File: src/rtl/mlfq_pkg.sv
package mlfq_pkg;

  localparam int unsigned QueueDepthDefault = 16;
  localparam int unsigned TopLevelDefault   = 3;
  localparam logic [15:0] QuantumReset      = 16'd50;
  localparam logic [15:0] AllotmentReset    = 16'd200;

  typedef enum logic [1:0] {
    CMD_ADD      = 2'd0,
    CMD_DISPATCH = 2'd1,
    CMD_BOOST    = 2'd2,
    CMD_NONE     = 2'd3
  } cmd_e;

  typedef enum logic [2:0] {
    ST_ADDED     = 3'd0,
    ST_FULL      = 3'd1,
    ST_DISPATCH  = 3'd2,
    ST_NOTHING   = 3'd3,
    ST_BOOSTED   = 3'd4
  } status_e;

  typedef enum logic [0:0] {
    REG_QUANTUM   = 1'b0,
    REG_ALLOTMENT = 1'b1
  } reg_e;

  typedef enum logic [3:0] {
    S_IDLE,
    S_SCAN,
    S_READ,
    S_CHOOSE,
    S_MOD,
    S_SUB,
    S_SHIFT,
    S_WRITE,
    S_BOOST,
    S_DONE
  } state_e;

  // request and reply between the sequencer and the modulo unit
  typedef struct packed {
    logic        start;
    logic [15:0] dividend;
    logic [16:0] divisor;
  } mod_req_t;

  typedef struct packed {
    logic        done;
    logic [15:0] rem;
  } mod_rsp_t;

endpackage

File: src/rtl/mlfq_mod_unit.sv
module mlfq_mod_unit (
  input  logic               clk_i,
  input  logic               rst_ni,
  input  mlfq_pkg::mod_req_t req_i,
  output mlfq_pkg::mod_rsp_t rsp_o
);
  import mlfq_pkg::*;

  logic [16:0] rem_q, rem_d;
  logic [15:0] quo_q, quo_d;
  logic [4:0]  cnt_q, cnt_d;
  logic        busy_q, busy_d;
  logic        done_q, done_d;
  logic [17:0] trial;

  // one restoring division step a cycle
  always_comb begin
    rem_d  = rem_q;
    quo_d  = quo_q;
    cnt_d  = cnt_q;
    busy_d = busy_q;
    done_d = 1'b0;
    trial  = {rem_q, quo_q[15]} - {1'b0, req_i.divisor};
    if (req_i.start) begin
      rem_d  = '0;
      quo_d  = req_i.dividend;
      cnt_d  = '0;
      busy_d = 1'b1;
    end else if (busy_q) begin
      if (!trial[17]) begin
        rem_d = trial[16:0];
      end else begin
        rem_d = {rem_q[15:0], quo_q[15]};
      end
      quo_d = {quo_q[14:0], 1'b0};
      cnt_d = cnt_q + 5'd1;
      if (cnt_q == 5'd15) begin
        busy_d = 1'b0;
        done_d = 1'b1;
      end
    end
  end

  always_ff @(posedge clk_i or negedge rst_ni) begin
    if (!rst_ni) begin
      busy_q <= 1'b0;
      done_q <= 1'b0;
      cnt_q  <= '0;
    end else begin
      busy_q <= busy_d;
      done_q <= done_d;
      cnt_q  <= cnt_d;
    end
  end

  always_ff @(posedge clk_i) begin
    rem_q <= rem_d;
    quo_q <= quo_d;
  end

  assign rsp_o.done = done_q;
  assign rsp_o.rem  = rem_q[15:0];

endmodule

File: src/rtl/mlfq_job_scheduler.sv
// multilevel feedback queue job scheduler
// usage: drive command_i and the job fields with start_i high while busy_o
// is low; the item is taken at that edge and busy_o rises the next cycle.
// exactly one result follows per item: done_o is high for one cycle with
// status_o and the job fields valid; busy_o falls at the end of that cycle.
// steps per command: add writes the new entry at the tail; an unknown
// command goes straight to done; boost reads and rewrites each entry in
// turn; dispatch scans one entry a cycle, runs a bit-serial modulo when
// the run is cut by i/o, then moves queue entries one at a time.
// the queue memory port (one read, one write a cycle) sets the scan and
// shift lengths, the modulo unit the cut length.
// configuration: cfg_we_i with cfg_idx_i (0 quantum, 1 allotment) and
// cfg_data_i, written while idle; no read-back.
// reset empties the queue, sets the scan level to the top level and loads
// quantum 50 and allotment 200. queue contents are not cleared.
// the receiver cannot stall: each result is shown for one cycle only.
module mlfq_job_scheduler #(
  parameter int unsigned QUEUE_DEPTH = mlfq_pkg::QueueDepthDefault,
  parameter int unsigned TOP_LEVEL   = mlfq_pkg::TopLevelDefault
) (
  input  logic        clk_i,
  input  logic        rst_ni,
  input  logic        start_i,
  output logic        busy_o,
  input  logic        cfg_we_i,
  input  logic        cfg_idx_i,
  input  logic [15:0] cfg_data_i,
  input  logic [1:0]  command_i,
  input  logic [7:0]  job_tag_i,
  input  logic [1:0]  job_type_i,
  input  logic [15:0] job_length_i,
  input  logic [6:0]  io_odds_i,
  input  logic [6:0]  io_roll_i,
  input  logic [15:0] io_seed_i,
  output logic        done_o,
  output logic [2:0]  status_o,
  output logic [7:0]  out_tag_o,
  output logic [1:0]  out_type_o,
  output logic [15:0] run_time_o,
  output logic [15:0] remaining_o,
  output logic        finished_o,
  output logic [1:0]  job_level_o,
  output logic [1:0]  scan_level_out_o,
  output logic [4:0]  queue_count_o
);
  import mlfq_pkg::*;

  localparam int unsigned IdxW = $clog2(QUEUE_DEPTH);
  localparam int unsigned CntW = $clog2(QUEUE_DEPTH + 1);
  localparam int unsigned LvlW = $clog2(TOP_LEVEL + 1);
  localparam int unsigned EntW = 8 + 2 + 16 + 7 + LvlW;
  localparam logic [LvlW-1:0] TopLvl = LvlW'(TOP_LEVEL);
  localparam logic [CntW-1:0] Depth  = CntW'(QUEUE_DEPTH);

  typedef struct packed {
    logic [7:0]      tag;
    logic [1:0]      typ;
    logic [15:0]     len;
    logic [6:0]      odds;
    logic [LvlW-1:0] lvl;
  } entry_t;

  state_e state_q, state_d;

  // queue memory
  logic [EntW-1:0] mem [QUEUE_DEPTH];
  logic            mem_we;
  logic [IdxW-1:0] mem_waddr, mem_raddr;
  logic [EntW-1:0] mem_wdata;
  entry_t          rdata_q;

  always_ff @(posedge clk_i) begin
    if (mem_we) begin
      mem[mem_waddr] <= mem_wdata;
    end
    rdata_q <= entry_t'(mem[mem_raddr]);
  end

  // control registers
  logic [15:0]     quantum_q, allot_q;
  logic [CntW-1:0] count_q, count_d;
  logic [LvlW-1:0] scan_q, scan_d;
  logic [CntW-1:0] ptr_q, ptr_d;
  logic            rd_pend_q, rd_pend_d;
  logic            found_q, found_d, higher_q, higher_d, multi_q, multi_d;
  logic [IdxW-1:0] pick_q, pick_d;
  entry_t          job_q, job_d;
  logic [15:0]     run_q, run_d;
  logic            fin_q, fin_d;
  logic [1:0]      cmd_q;
  logic [6:0]      roll_q;
  logic [15:0]     seed_q;
  entry_t          new_q;
  logic [2:0]      stat_q, stat_d;
  logic            mod_go_q, mod_go_d;
  mod_req_t        mreq;
  mod_rsp_t        mrsp;

  mlfq_mod_unit u_mod (
    .clk_i  (clk_i),
    .rst_ni (rst_ni),
    .req_i  (mreq),
    .rsp_o  (mrsp)
  );

  assign mreq.start    = mod_go_q;
  assign mreq.dividend = seed_q;
  assign mreq.divisor  = {1'b0, run_q} + 17'd1;

  // configuration writes
  always_ff @(posedge clk_i or negedge rst_ni) begin
    if (!rst_ni) begin
      quantum_q <= QuantumReset;
      allot_q   <= AllotmentReset;
    end else if (cfg_we_i) begin
      case (reg_e'(cfg_idx_i))
        REG_QUANTUM:   quantum_q <= cfg_data_i;
        REG_ALLOTMENT: allot_q   <= cfg_data_i;
        default: ;
      endcase
    end
  end

  // next state
  always_comb begin
    state_d = state_q;
    case (state_q)
      S_IDLE: begin
        if (start_i) begin
          case (cmd_e'(command_i))
            CMD_ADD:      state_d = S_WRITE;
            CMD_DISPATCH: state_d = S_SCAN;
            CMD_BOOST:    state_d = S_BOOST;
            default:      state_d = S_DONE;
          endcase
        end
      end
      S_SCAN: begin
        if (ptr_q >= count_q && !rd_pend_q) begin
          state_d = found_q ? S_READ : S_DONE;
        end
      end
      S_READ:   state_d = S_CHOOSE;
      S_CHOOSE: state_d = (roll_q <= rdata_q.odds) ? S_MOD : S_SUB;
      S_MOD:    state_d = mrsp.done ? S_SUB : S_MOD;
      S_SUB:    state_d = S_SHIFT;
      S_SHIFT: begin
        if (fin_q) begin
          if (ptr_q + CntW'(1) >= count_q && !rd_pend_q) state_d = S_DONE;
        end else if (ptr_q == '0 && !rd_pend_q) begin
          state_d = S_WRITE;
        end
      end
      S_WRITE: state_d = S_DONE;
      S_BOOST: if (ptr_q >= count_q) state_d = S_DONE;
      S_DONE:  state_d = S_IDLE;
      default: state_d = S_IDLE;
    endcase
  end

  // datapath and memory control
  always_comb begin
    count_d   = count_q;
    scan_d    = scan_q;
    ptr_d     = ptr_q;
    rd_pend_d = 1'b0;
    found_d   = found_q;
    higher_d  = higher_q;
    multi_d   = multi_q;
    pick_d    = pick_q;
    job_d     = job_q;
    run_d     = run_q;
    fin_d     = fin_q;
    stat_d    = stat_q;
    mod_go_d  = 1'b0;
    mem_we    = 1'b0;
    mem_waddr = '0;
    mem_wdata = '0;
    mem_raddr = ptr_q[IdxW-1:0];
    case (state_q)
      S_IDLE: begin
        ptr_d    = '0;
        found_d  = 1'b0;
        higher_d = 1'b0;
        multi_d  = 1'b0;
        fin_d    = 1'b0;
        run_d    = '0;
        stat_d   = ST_NOTHING;
        job_d    = '0;
      end
      S_SCAN: begin
        // one entry read a cycle, compared the cycle after
        if (ptr_q < count_q) begin
          ptr_d     = ptr_q + CntW'(1);
          rd_pend_d = 1'b1;
        end
        if (rd_pend_q) begin
          if (rdata_q.lvl > scan_q) higher_d = 1'b1;
          if (rdata_q.lvl == scan_q) begin
            if (!found_q) pick_d = IdxW'(ptr_q - CntW'(1));
            else          multi_d = 1'b1;
            found_d = 1'b1;
          end
        end
        if (ptr_q >= count_q && !rd_pend_q && !found_q) begin
          if (higher_q && scan_q < TopLvl) scan_d = scan_q + LvlW'(1);
          else if (scan_q != '0)           scan_d = scan_q - LvlW'(1);
        end
        mem_raddr = ptr_q[IdxW-1:0];
      end
      S_READ: begin
        mem_raddr = pick_q;
      end
      S_CHOOSE: begin
        job_d = rdata_q;
        if (rdata_q.len < quantum_q) begin
          run_d = rdata_q.len;
        end else if (multi_q) begin
          run_d = quantum_q;
        end else begin
          run_d = allot_q;
          if (rdata_q.lvl != '0) job_d.lvl = rdata_q.lvl - LvlW'(1);
        end
        mod_go_d = (roll_q <= rdata_q.odds);
      end
      S_MOD: begin
        if (mrsp.done) run_d = mrsp.rem;
      end
      S_SUB: begin
        fin_d     = run_q >= job_q.len;
        job_d.len = (run_q >= job_q.len) ? 16'd0 : job_q.len - run_q;
        ptr_d     = CntW'(pick_q);
        stat_d    = ST_DISPATCH;
      end
      S_SHIFT: begin
        if (fin_q) begin
          // close the gap: entry i+1 moves to i
          mem_raddr = IdxW'(ptr_q + CntW'(1));
          if (!rd_pend_q && ptr_q + CntW'(1) < count_q) begin
            rd_pend_d = 1'b1;
          end
          if (rd_pend_q) begin
            mem_we    = 1'b1;
            mem_waddr = ptr_q[IdxW-1:0];
            mem_wdata = rdata_q;
            ptr_d     = ptr_q + CntW'(1);
          end
          if (ptr_q + CntW'(1) >= count_q && !rd_pend_q) count_d = count_q - CntW'(1);
        end else begin
          // open the head: entry i-1 moves to i
          mem_raddr = IdxW'(ptr_q - CntW'(1));
          if (!rd_pend_q && ptr_q != '0) rd_pend_d = 1'b1;
          if (rd_pend_q) begin
            mem_we    = 1'b1;
            mem_waddr = ptr_q[IdxW-1:0];
            mem_wdata = rdata_q;
            ptr_d     = ptr_q - CntW'(1);
          end
        end
      end
      S_WRITE: begin
        if (cmd_q == CMD_ADD) begin
          if (count_q >= Depth) begin
            stat_d = ST_FULL;
          end else begin
            mem_we    = 1'b1;
            mem_waddr = count_q[IdxW-1:0];
            mem_wdata = new_q;
            count_d   = count_q + CntW'(1);
            stat_d    = ST_ADDED;
          end
        end else begin
          mem_we    = 1'b1;
          mem_waddr = '0;
          mem_wdata = job_q;
        end
      end
      S_BOOST: begin
        // read-modify-write of one entry: the read, then the write at the top level
        stat_d = ST_BOOSTED;
        if (ptr_q < count_q) begin
          if (!rd_pend_q) begin
            rd_pend_d = 1'b1;
          end else begin
            mem_we        = 1'b1;
            mem_waddr     = ptr_q[IdxW-1:0];
            mem_wdata     = rdata_q;
            mem_wdata[LvlW-1:0] = TopLvl;
            ptr_d         = ptr_q + CntW'(1);
          end
        end
      end
      default: ;
    endcase
  end

  always_ff @(posedge clk_i or negedge rst_ni) begin
    if (!rst_ni) begin
      state_q   <= S_IDLE;
      count_q   <= '0;
      scan_q    <= TopLvl;
      ptr_q     <= '0;
      rd_pend_q <= 1'b0;
      mod_go_q  <= 1'b0;
      found_q   <= 1'b0;
      higher_q  <= 1'b0;
      multi_q   <= 1'b0;
      fin_q     <= 1'b0;
      stat_q    <= ST_NOTHING;
    end else begin
      state_q   <= state_d;
      count_q   <= count_d;
      scan_q    <= scan_d;
      ptr_q     <= ptr_d;
      rd_pend_q <= rd_pend_d;
      mod_go_q  <= mod_go_d;
      found_q   <= found_d;
      higher_q  <= higher_d;
      multi_q   <= multi_d;
      fin_q     <= fin_d;
      stat_q    <= stat_d;
    end
  end

  // payload capture
  always_ff @(posedge clk_i) begin
    pick_q <= pick_d;
    job_q  <= job_d;
    run_q  <= run_d;
    if (state_q == S_IDLE && start_i) begin
      cmd_q         <= command_i;
      roll_q        <= io_roll_i;
      seed_q        <= io_seed_i;
      new_q.tag     <= job_tag_i;
      new_q.typ     <= job_type_i;
      new_q.len     <= job_length_i;
      new_q.odds    <= io_odds_i;
      new_q.lvl     <= TopLvl;
    end
  end

  // outputs
  logic disp;
  always_comb begin
    disp             = (stat_q == ST_DISPATCH);
    busy_o           = (state_q != S_IDLE);
    done_o           = (state_q == S_DONE);
    status_o         = stat_q;
    out_tag_o        = disp ? job_q.tag : 8'd0;
    out_type_o       = disp ? job_q.typ : 2'd0;
    run_time_o       = disp ? run_q : 16'd0;
    remaining_o      = disp ? job_q.len : 16'd0;
    finished_o       = disp & fin_q;
    job_level_o      = disp ? 2'(job_q.lvl) : 2'd0;
    scan_level_out_o = 2'(scan_q);
    queue_count_o    = 5'(count_q);
  end

endmodule
File: config.mk
export PLATFORM = sky130hd
export DESIGN_NAME = mlfq_job_scheduler
export DESIGN_NICKNAME = d
export VERILOG_FILES = /design/src/rtl/mlfq_pkg.sv /design/src/rtl/mlfq_mod_unit.sv /design/src/rtl/mlfq_job_scheduler.sv
export SDC_FILE = /design/constraint.sdc
export NUM_CORES = 1
export LEC_CHECK = 0
export ABC_CLOCK_PERIOD_IN_PS = 5200
export BUFFER_PORTS_ARGS = -buffer_cell sky130_fd_sc_hd__buf_2
export CAP_MARGIN = 20
export CORE_MARGIN = 2
export CORE_UTILIZATION = 56
export DETAILED_ROUTE_END_ITERATION = 10
export HOLD_SLACK_MARGIN = 0.03
export PLACE_DENSITY = 0.76
export SETUP_SLACK_MARGIN = 0.05
export SLEW_MARGIN = 0
export SYNTH_ARGS = -nofsm -noshare
export SYNTH_HDL_FRONTEND = slang
export SYNTH_SLANG_ARGS = --single-unit
File: constraint.sdc
create_clock -name clk_i -period 5.2 [get_ports clk_i]
set_clock_uncertainty 0.05 [all_clocks]
set_input_delay 0.52 -clock clk_i [delete_from_list [all_inputs] [get_ports clk_i]]
set_output_delay 0.52 -clock clk_i [all_outputs]
set_load 0.02 [all_outputs]
# --- Yosys cells after proc, flatten, opt, wreduce, memory -nomap -nowiden ---
# Memory sizes are Yosys's and may differ from the RTL's. A register that Yosys moved wholly into a read port is not among the register bits.
# Index checks and enable logic that the tools add are counted.
word_totals:
  output_inout_bits: 57
  word_cells: 221
  n_memories: 1
  ramBits: 560
  ff_bits: 210
  input_bits: 79
mem_list:
  columns: ["name", "words", "word_bits", "read_ports", "rd_clocked_by_memory_dff", "wr", "line", "source"]
  rows:
  - ["mem", 16, 35, 1, 1, 1, "mlfq_job_scheduler.sv:66", "logic [EntW-1:0] mem [QUEUE_DEPTH];"]
op_classes:
  mux: 93
  magnitude_cmp: 10
  reduce_logical: 40
  addsub: 11
  eq_ne: 31
  bitwise: 3
ops:
  columns: ["op", "count"]
  rows:
  - ["2-to-1 mux 35 bit", 5]
  - ["2-to-1 mux 16 bit", 8]
  - ["one-hot mux 35 bit (3 select lines)", 1]
  - ["one-hot mux 16 bit (3 select lines)", 2]
  - ["2-to-1 mux 5 bit", 11]
  - ["2-to-1 mux 4 bit", 12]
  - ["one-hot mux 4 bit (9 select lines)", 1]
  - ["2-to-1 mux 1 bit", 29]
  - ["inequality test 2 bit (second input constant)", 13]
  - ["one-hot mux 5 bit (5 select lines)", 1]
  - ["one-hot mux 4 bit (3 select lines)", 2]
  - ["one-hot mux 10 bit (2 select lines)", 1]
  - ["one-hot mux 9 bit (2 select lines)", 1]
  - ["subtractor 18 x 17 -> 18 bit", 1]
  - ["adder 16 x 1 -> 17 bit (second input constant)", 1]
  - ["2-to-1 mux 17 bit", 1]
  - ["equality test 4 x 3 -> 1 bit (second input constant)", 4]
  - ["greater-or-equal comparator 16 bit", 1]
  - ["< comparator 16 bit", 1]
  - ["nonzero test 2 bit", 8]
  - ["subtractor 16 bit", 1]
  - ["adder 5 x 1 -> 5 bit (second input constant)", 3]
  - ["2-to-1 mux 2 bit", 7]
  - ["one-hot mux 3 bit (4 select lines)", 1]
  - ["39 further kinds", 72]

# --- Longest topological paths before layout ---
# Gate-level depths: netlist of run 1.
logic_depth:
  word_depth: 6
  depth_mapped: 13

# --- Cells and area by module ---
# A second synthesis of run 1 with hierarchy kept.
hier_totals:
  cells_unflattened: 2894
  area_unflattened_um2: 36238.5
by_module_without_submodules:
  columns: ["module", "instances", "area_per_inst_um2", "cells_per_inst"]
  rows:
  - ["mlfq_job_scheduler", 1, 33328.2, 2567]
  - ["mlfq_mod_unit", 1, 2910.3, 327]

# --- Least setup slack after synthesis of run 1 ---
# Ideal clock, no wire load.
synth_path:
  path_kind: "reg-to-reg"
  from: "register count_q[4] (netlist: queue_count_o[4])"
  to: "memory mem[7][0] (netlist name), enable pin"
  slack_ps: -236
  arrival_time_ps: 4901
  required_time_ps: 4665
  path_stages_with_launch: 11
  setup_ps: 485
  path_cell_list: "dfrtp_1 -> clkbuf_1 -> inv_1 -> ha_1 -> nand4_1 -> o21ai_1 -> a211oi_2 -> o21a_1 -> nand3_1 -> o22a_1 -> a221oi_1"
synth_via:
  elab_chain_len: 6
synth_lines:
  columns: ["item", "line", "source"]
  rows:
  - ["start: declaration", "mlfq_job_scheduler.sv:81", "logic [CntW-1:0] count_q, count_d;"]
  - ["start signal: assignment", "mlfq_job_scheduler.sv:312", "count_q <= count_d;"]
  - ["greater-or-equal comparator 5 bit", "mlfq_job_scheduler.sv:263", "if (count_q >= Depth) begin"]
  - ["2-to-1 mux 1 bit", "mlfq_job_scheduler.sv:263", null]
  - ["2-to-1 mux 1 bit", "mlfq_job_scheduler.sv:262", "if (cmd_q == CMD_ADD) begin"]
  - ["one-hot mux 1 bit (3 select lines)", "mlfq_job_scheduler.sv:180", "case (state_q)"]
  - ["2-to-1 mux 1 bit", "mlfq_job_scheduler.sv:73", "if (mem_we) begin"]
  - ["2-to-1 mux 1 bit (implied by the code)", "mlfq_job_scheduler.sv:74", "mem[mem_waddr] <= mem_wdata;"]
  - ["end: declaration", "mlfq_job_scheduler.sv:66", null]
# Several ways; a longest one is shown, not always the timed one.

# --- Worst setup path after layout of run 1 ---
layout_path:
  from: "register state_q[2]"
  to: "memory mem[11][13] (netlist name), enable pin"
layout_via:
  elab_chain_len: 4
layout_lines:
  columns: ["item", "line", "source"]
  rows:
  - ["start: declaration", "mlfq_job_scheduler.sv:63", "state_e state_q, state_d;"]
  - ["start signal: assignment", "mlfq_job_scheduler.sv:311", "state_q <= state_d;"]
  - ["equality test 4 bit or equality test 4 x 3 -> 1 bit (tied branches)", "mlfq_job_scheduler.sv:180", null]
  - ["one-hot mux 1 bit (3 select lines)", "mlfq_job_scheduler.sv:180", null]
  - ["2-to-1 mux 1 bit", "mlfq_job_scheduler.sv:73", null]
  - ["2-to-1 mux 1 bit (implied by the code)", "mlfq_job_scheduler.sv:74", null]
# Several ways; a longest one is shown, not always the timed one.

==> impl_results.md, run 1 <==
* Cells after Synth at around 2800
* Root Driver: clkbuf_16
* Synth Flop Type: edfxtp_1
* CTS max path bufs at 3
* WP data required at 5.39 ns
* M1 WL at 37200 um
* Die Span X at between 200 and 300 um
* Max-cap violations at 0
* Final slew viol count at 0
* Fill count at about 4500
* Clk_lat worst skew at ~0.64 ns
* First-pass GRT wire length at around 140000 um
* Die area at around 65000 um^2
* Critical path class: reg -> reg
* Actual slew at the worst max-slew pin at roughly 1.1 ns
* Final Hold Viols at 0
* Switching power total at 7810 uW
* Die Y-Extent at 255 um
* Worst setup EP type: flop
* Hold Path Class: in -> async
* 1st-pass router iterations at 6
* Worst Setup Start Kind: flop
* Drt wl/cell at between 20 and 25 um
* Global Route Usage Sum at 0.283
* Placed instance area at around 37000 um^2
* ANT nets after route at 0
* Ant diodes at 0
* Residual DRC count at 0
* Highest routed metal layer: met4
* Comb power frac at 0.329
* WL final at slightly above 90000 um
* Clock Sinks at just over 800
* Leak at ~0.016 uW
* Number of global-route vias before repair at about 24000
* Power density over the cells at about 540 nW/um^2
* Fin Setup TNS at 0 ns
* Final setup fails at 0
* R2R depth at 7
* Critical Path AT at roughly 4.2 ns
* TritonCTS Buffers at slightly above 80
* Vias at approximately 24000
* RR Startpoint: state_q[2]
* IO Port Bufs at 135
* RSZ-0062 raised after global routing: no
* Worst VDD drop at between 200 and 300 uV
* Met2 WL at 43900 um
* Sw Ratio at 0.358
* Area grow syn2layout at 15.3%
* DRT iter0 DRCs at about 2700
* Post-synth EDFFs at 689
* Synth warn at 0
* Status: complete, no violations
* Reg2reg end: mem[11][13]
* Design area at slightly above 40000 um^2
* Mapped Area at 35400 um^2
* FF+latch count, synth at just over 800
* Syn avg cell area at ~12 um^2
* Sequential element share of the synthesized area at 0.660
* Synth Net Count at roughly 3000
* Internal power at 14000 uW
* Met3 wire len at 8270 um
* Commonest non-fill, non-tap cell in the layout: edfxtp_1
* Async set-or-reset flop fraction in the synthesized netlist at 0.0795
* Global route overflow at 0
* Post-synth cell types at 83
* Clock H-tree levels at 3
* Vias per inst at 6.06
* Final Net Count at approximately 3200
* Largest net degree at the start of global routing at about 140
* Initial antenna violation count at 1
* Fin crit share at 0.777
* Rows at 92
* Most frequent cells in the layout: 689 x edfxtp_1, 587 x nand2_1, 234 x nand3_1
* CTS tree: done
* Final RePlAce weighted congestion at ~0.9
* Yosys top cell area share at 0.585
* IO Pins at about 140
* Ranking of synthesized cells by area: edfxtp_1 59%, nand2_1 6.2%, dfrtp_1 3.8%
* Clk network pwr share at 0.274
* Fmax at between 200 and 250 MHz
* Reg2reg setup slack at 1.16 ns
* Largest area contributor in the netlist: edfxtp_1
* Sequential share of power at 0.398
* Initial Utilization at 0.563
* HPWL after detailed placement at about 57000 um
* Max_slew headroom at 0.261
* Clock period minus worst slack at ~4.0 ns
* Core area at around 63000 um^2
* Layout cells sized above 1 at 0.149
* Reg clk slew, reported paths at about 0.070 ns
* Worst-path fanout max at 35
==> synth_stat cells, drive strengths merged, types with 54 or more instances <==
library cell / instances
clkbuf: 87
o21ai: 104
a21oi: 96
dfrtp: 54
nor2: 78
ha: 76
nand2: 587
mux2i: 135
edfxtp: 689
and2: 62
buf: 73
inv: 70
nand3: 235
==> how the worst max path moves through the flow <==
stage                                start          end  slack (ns)  cells after the start
after floorplan           queue_count_o[4]    mem[3][0]        0.72                     10
final                           state_q[2]  mem[11][13]        1.16                      7
after CTS                 queue_count_o[2]   mem[2][21]        1.21                     10
after global routing            state_q[2]  mem[11][13]        0.88                      7
after detailed placement        state_q[1]  mem[11][23]        1.27                      6
after global placement          state_q[1]  mem[11][25]        1.31                      6
==> registers in the layout, summed over array words and instances (netlist names), 16 cells and up <==
signal and cells:
mem 560, job_q 35, rdata_q 35, new_q 33, u_mod.rem_q 17, allot_q 16, quantum_q 16, run_q 16
seed_q 16, u_mod.quo_q 16
==> kinds of logic (layout without fill, tap and decap cells) <==
group,after synthesis,after routing,share of synthesized area
XOR/XNOR,38,38,0.00941
AND/OR/NAND/NOR,1086,1086,0.139
AO/OA/AOI/OAI,421,421,0.0806
buffers and inverters,231,518,0.0275
multiplexers,185,185,0.0542
flip-flops,805,805,0.660
adder cells (fa/ha/maj),79,79,0.0286
==> power by group through the flow <==
stage | Sequential, uW | Combinational, uW | Clock (uW)
5_1_grt | 8720 | 7800 | 6310
2_1_floorplan | 8400 | 5030 | 0
4_1_cts | 8650 | 7060 | 6050
6_report | 8680 | 7170 | 5980
3_5_place_dp | 8770 | 6960 | 0
3_3_place_gp | 8760 | 6810 | 0
==> layer usage <==
layer / up-vias / GRT usage
met2: 1225 / 0.459
li1: 10900 / -
met4: 0 / 0.107
met1: 11800 / 0.388
met3: 189 / 0.0444
met5: - / 0
==> final cells by class <==
class | instances | area [um^2] | area share
Multi-Input combinational cell | 1809 | 11200 | 0.275
Clock buffer | 110 | 2280 | 0.0559
Clock inverter | 45 | 465 | 0.0114
Timing Repair Buffer | 292 | 2130 | 0.0522
Tap cell | 846 | 1060 | 0.0260
Sequential cell | 805 | 23300 | 0.573
Inverter | 71 | 267 | 0.00654
==> what timing repair did <==
action,4_1_cts,5_1_grt
resized for setup,0,0
hold endpoints to repair,58,0
setup buffers,0,0
hold buffers,58,0
==> critical path: stages (launching register included) <==
cell	delay (ns)
dfrtp_1	0.85
nor2b_1	0.32
nand3_2	0.12
nor3_1	0.68
nand2_1	0.24
o22a_1	0.23
nor2_1	0.24
and2_2	0.88
==> through the flow <==
step	hold WS [ns]	cells	setup WS [ns]	utilization	power [uW]
finish	0.0474	3978	1.16	0.650	21800
global route	0.0545	3978	0.885	0.650	22800
CTS	0.0304	3970	1.21	0.649	21800
detailed placement	0.436	3757	1.27	0.596	15700
global placement	0.429	3755	1.31	0.595	15600
floorplan	0.174	2845	0.718	-	13400
(Power assumes the default switching activity.)
==> run 2: changes to the inputs <==
--- a/config.mk
+++ b/config.mk
@@ -5,7 +5,7 @@
 export SDC_FILE = /design/constraint.sdc
 export NUM_CORES = 1
 export LEC_CHECK = 0
-export ABC_CLOCK_PERIOD_IN_PS = 5200
+export ABC_CLOCK_PERIOD_IN_PS = 3400
 export BUFFER_PORTS_ARGS = -buffer_cell sky130_fd_sc_hd__buf_2
 export CAP_MARGIN = 20
 export CORE_MARGIN = 2
==> constraint.sdc (replaced) <==
create_clock -name clk_i -period 3.4 [get_ports clk_i]
set_clock_uncertainty 0.05 [all_clocks]
set_input_delay 0.34 -clock clk_i [delete_from_list [all_inputs] [get_ports clk_i]]
set_output_delay 0.34 -clock clk_i [all_outputs]
set_load 0.02 [all_outputs]
==> impl_results.md, run 2 (synthesized netlist as in run 1, its figures left out) <==
* HPWL after detailed placement at roughly 60000 um
* Clock period minus worst slack at 3.21 ns
* WL final at ~95000 um
* Max_slew headroom at 0.332
* IO Pins at between 100 and 150
* Most frequent cells in the layout: 689 x edfxtp_1, 587 x nand2_1, 234 x nand3_1
* Post-route core utilization at 0.664
* CTS tree: done
* CTS max path bufs at 3
* Ant diodes at 0
* Max-cap violations at 0
* Global Route Usage Sum at 0.292
* Vias at ~25000
* ANT nets after route at 0
* Slowest stage cell on the critical path: dfrtp_1
* Residual DRC count at 0
* Placed instance area at roughly 38000 um^2
* Critical Path AT at 3.64 ns
* Worst VDD drop at about 560 uV
* Multi-input gate area at about 11000 um^2
* Final setup fails at 0
* Final worst setup slack at around 0.19 ns
* Cell mode on critical path: mux2i_1
* Clk_lat worst skew at around 0.65 ns
* Design area at 41700 um^2
* Fill count at 4372
* Total power at between 30000 and 40000 uW
* Final Net Count at between 3000 and 4000
* Power density over the cells at about 810 nW/um^2
* DP Worst Slack at about 0.24 ns
* Global route overflow at 0
* Vias per inst at about 6.1
* Final slew viol count at 0
* Status: complete, no violations
* Actual slew at the worst max-slew pin at between 1 and 1.5 ns
* Worst path bufs/invs at 1
* Register area at ~23000 um^2
* Fin Setup TNS at 0 ns
* Crit path max-delay family: compound AO/OA/AOI/OAI gates
* Core area at between 60000 and 70000 um^2
* Fmax at roughly 310 MHz
* DRT iter0 DRCs at approximately 2700
* RSZ-0062 raised after global routing: no
* Max reg flops at 560
* Die Y-Extent at about 260 um
* Initial antenna violation count at 1
* Final Hold Viols at 0
* Worst Setup Start Kind: flop
* Worst setup EP type: flop
* Critical path class: reg -> reg
* Critical-path cell list: or3b_1 -> o21ai_1 -> o21a_4 -> buf_12 -> mux2i_1 -> mux2i_1 -> a32oi_1 -> o221ai_1
* Die Span X at 255 um
* CTS resizes at 0
* Largest net degree at the start of global routing at 55
* First-pass GRT wire length at 142000 um
* Commonest non-fill, non-tap cell in the layout: edfxtp_1
* Hold Path Class: in -> reg
* Fin crit share at 0.946
* 1st-pass router iterations at 6
* Reg clk slew, reported paths at 0.06 ns
* WP data required at between 3 and 4 ns
* Clock Sinks at 805
* CP peak stage delay at around 0.54 ns
* Clock H-tree levels at 3
* Layout cells sized above 1 at 0.163
* Leak at 0.0167 uW
* Reg with most FFs: mem
* Root Driver: clkbuf_16
* IO Port Bufs at about 140
* Final RePlAce weighted congestion at 0.915
* Rows at 92
* Top flop regs: mem: 560 flops, job_q: 35 flops, rdata_q: 35 flops
* Number of global-route vias before repair at between 20000 and 25000
* TritonCTS Buffers at 82
* Drt wl/cell at around 23 um
* Area grow syn2layout at 17.9%
* Initial Utilization at 0.563
* Die area at roughly 65000 um^2
* Worst-path fanout max at 54
==> run 2: changes by cell type in the layout (fill, tap and decap cells not counted), sizes merged <==
| cell | delta |
|---|---|
| inv | -6 |
| dlygate4sd3 | +17 |
| clkinvlp | +1 |
| clkbuf | +2 |
| clkinv | +1 |
| buf | +58 |
| bufinv | -2 |
==> run 2: area by class of cell <==
cell class / instances / area share
flip-flops and latches: 805 / 0.560
multi-input cells: 1809 / 0.270
repair buffers: 367 / 0.0742
clock buffers: 112 / 0.0549
well taps: 846 / 0.0254
clock inverters: 39 / 0.00886
inverters: 71 / 0.00645
==> run 2: final timing paths <==
path | from | endpoint | slack, ns | depth (start not counted)
max | state_q[0] | rdata_q[4] | 0.19 | 8
min | cfg_idx_i | quantum_q[1] | 0.06 | 4
max reg2reg | state_q[0] | rdata_q[4] | 0.19 | 8
min reg2reg | status_o[0] | status_o[0] | 0.45 | 2
max in group asynchronous | rst_ni | allot_q[8] | 2.05 | 3
min in group asynchronous | rst_ni | ptr_q[0] | 0.20 | 2
==> run 2: routing by layer <==
metal | wire [um] | vias up | part of all wire | GRT usage
met5 | 0 | - | 0 | 0
met4 | 3560 | 0 | 0.038 | 0.122
met3 | 8640 | 232 | 0.091 | 0.0519
met2 | 44600 | 1251 | 0.47 | 0.471
met1 | 37800 | 12100 | 0.40 | 0.393
li1 | - | 11000 | - | -
==> run 2: worst reg2reg max path, cell delays in order, from the launching register on <==
cell and delay (ns):
dfrtp_1 0.54, or3b_1 0.50, o21ai_1 0.32, o21a_4 0.40
buf_12 0.31, mux2i_1 0.38, mux2i_1 0.15, a32oi_1 0.21
o221ai_1 0.21
==> run 2: where the power goes <==
| part | internal [uW] | switching (uW) |
|---|---|---|
| Combinational | 4350 | 7160 |
| Sequential | 12100 | 1020 |
| Clock | 5110 | 3790 |
==> run 2: timing repair <==
item | CTS | global route
buffers inserted | 0 | 0
hold buffers | 75 | 0
hold endpoints to repair | 109 | 0
endpoints found under the setup margin | 0 | 0
==> run 2: stage by stage <==
step / hold WS (ns) / instances
finish: 0.0593 / 4049
global route: 0.112 / 4049
CTS: 0.0303 / 4049
detailed placement: 0.349 / 3823
global placement: 0.330 / 3823
floorplan: -0.00559 / 2845
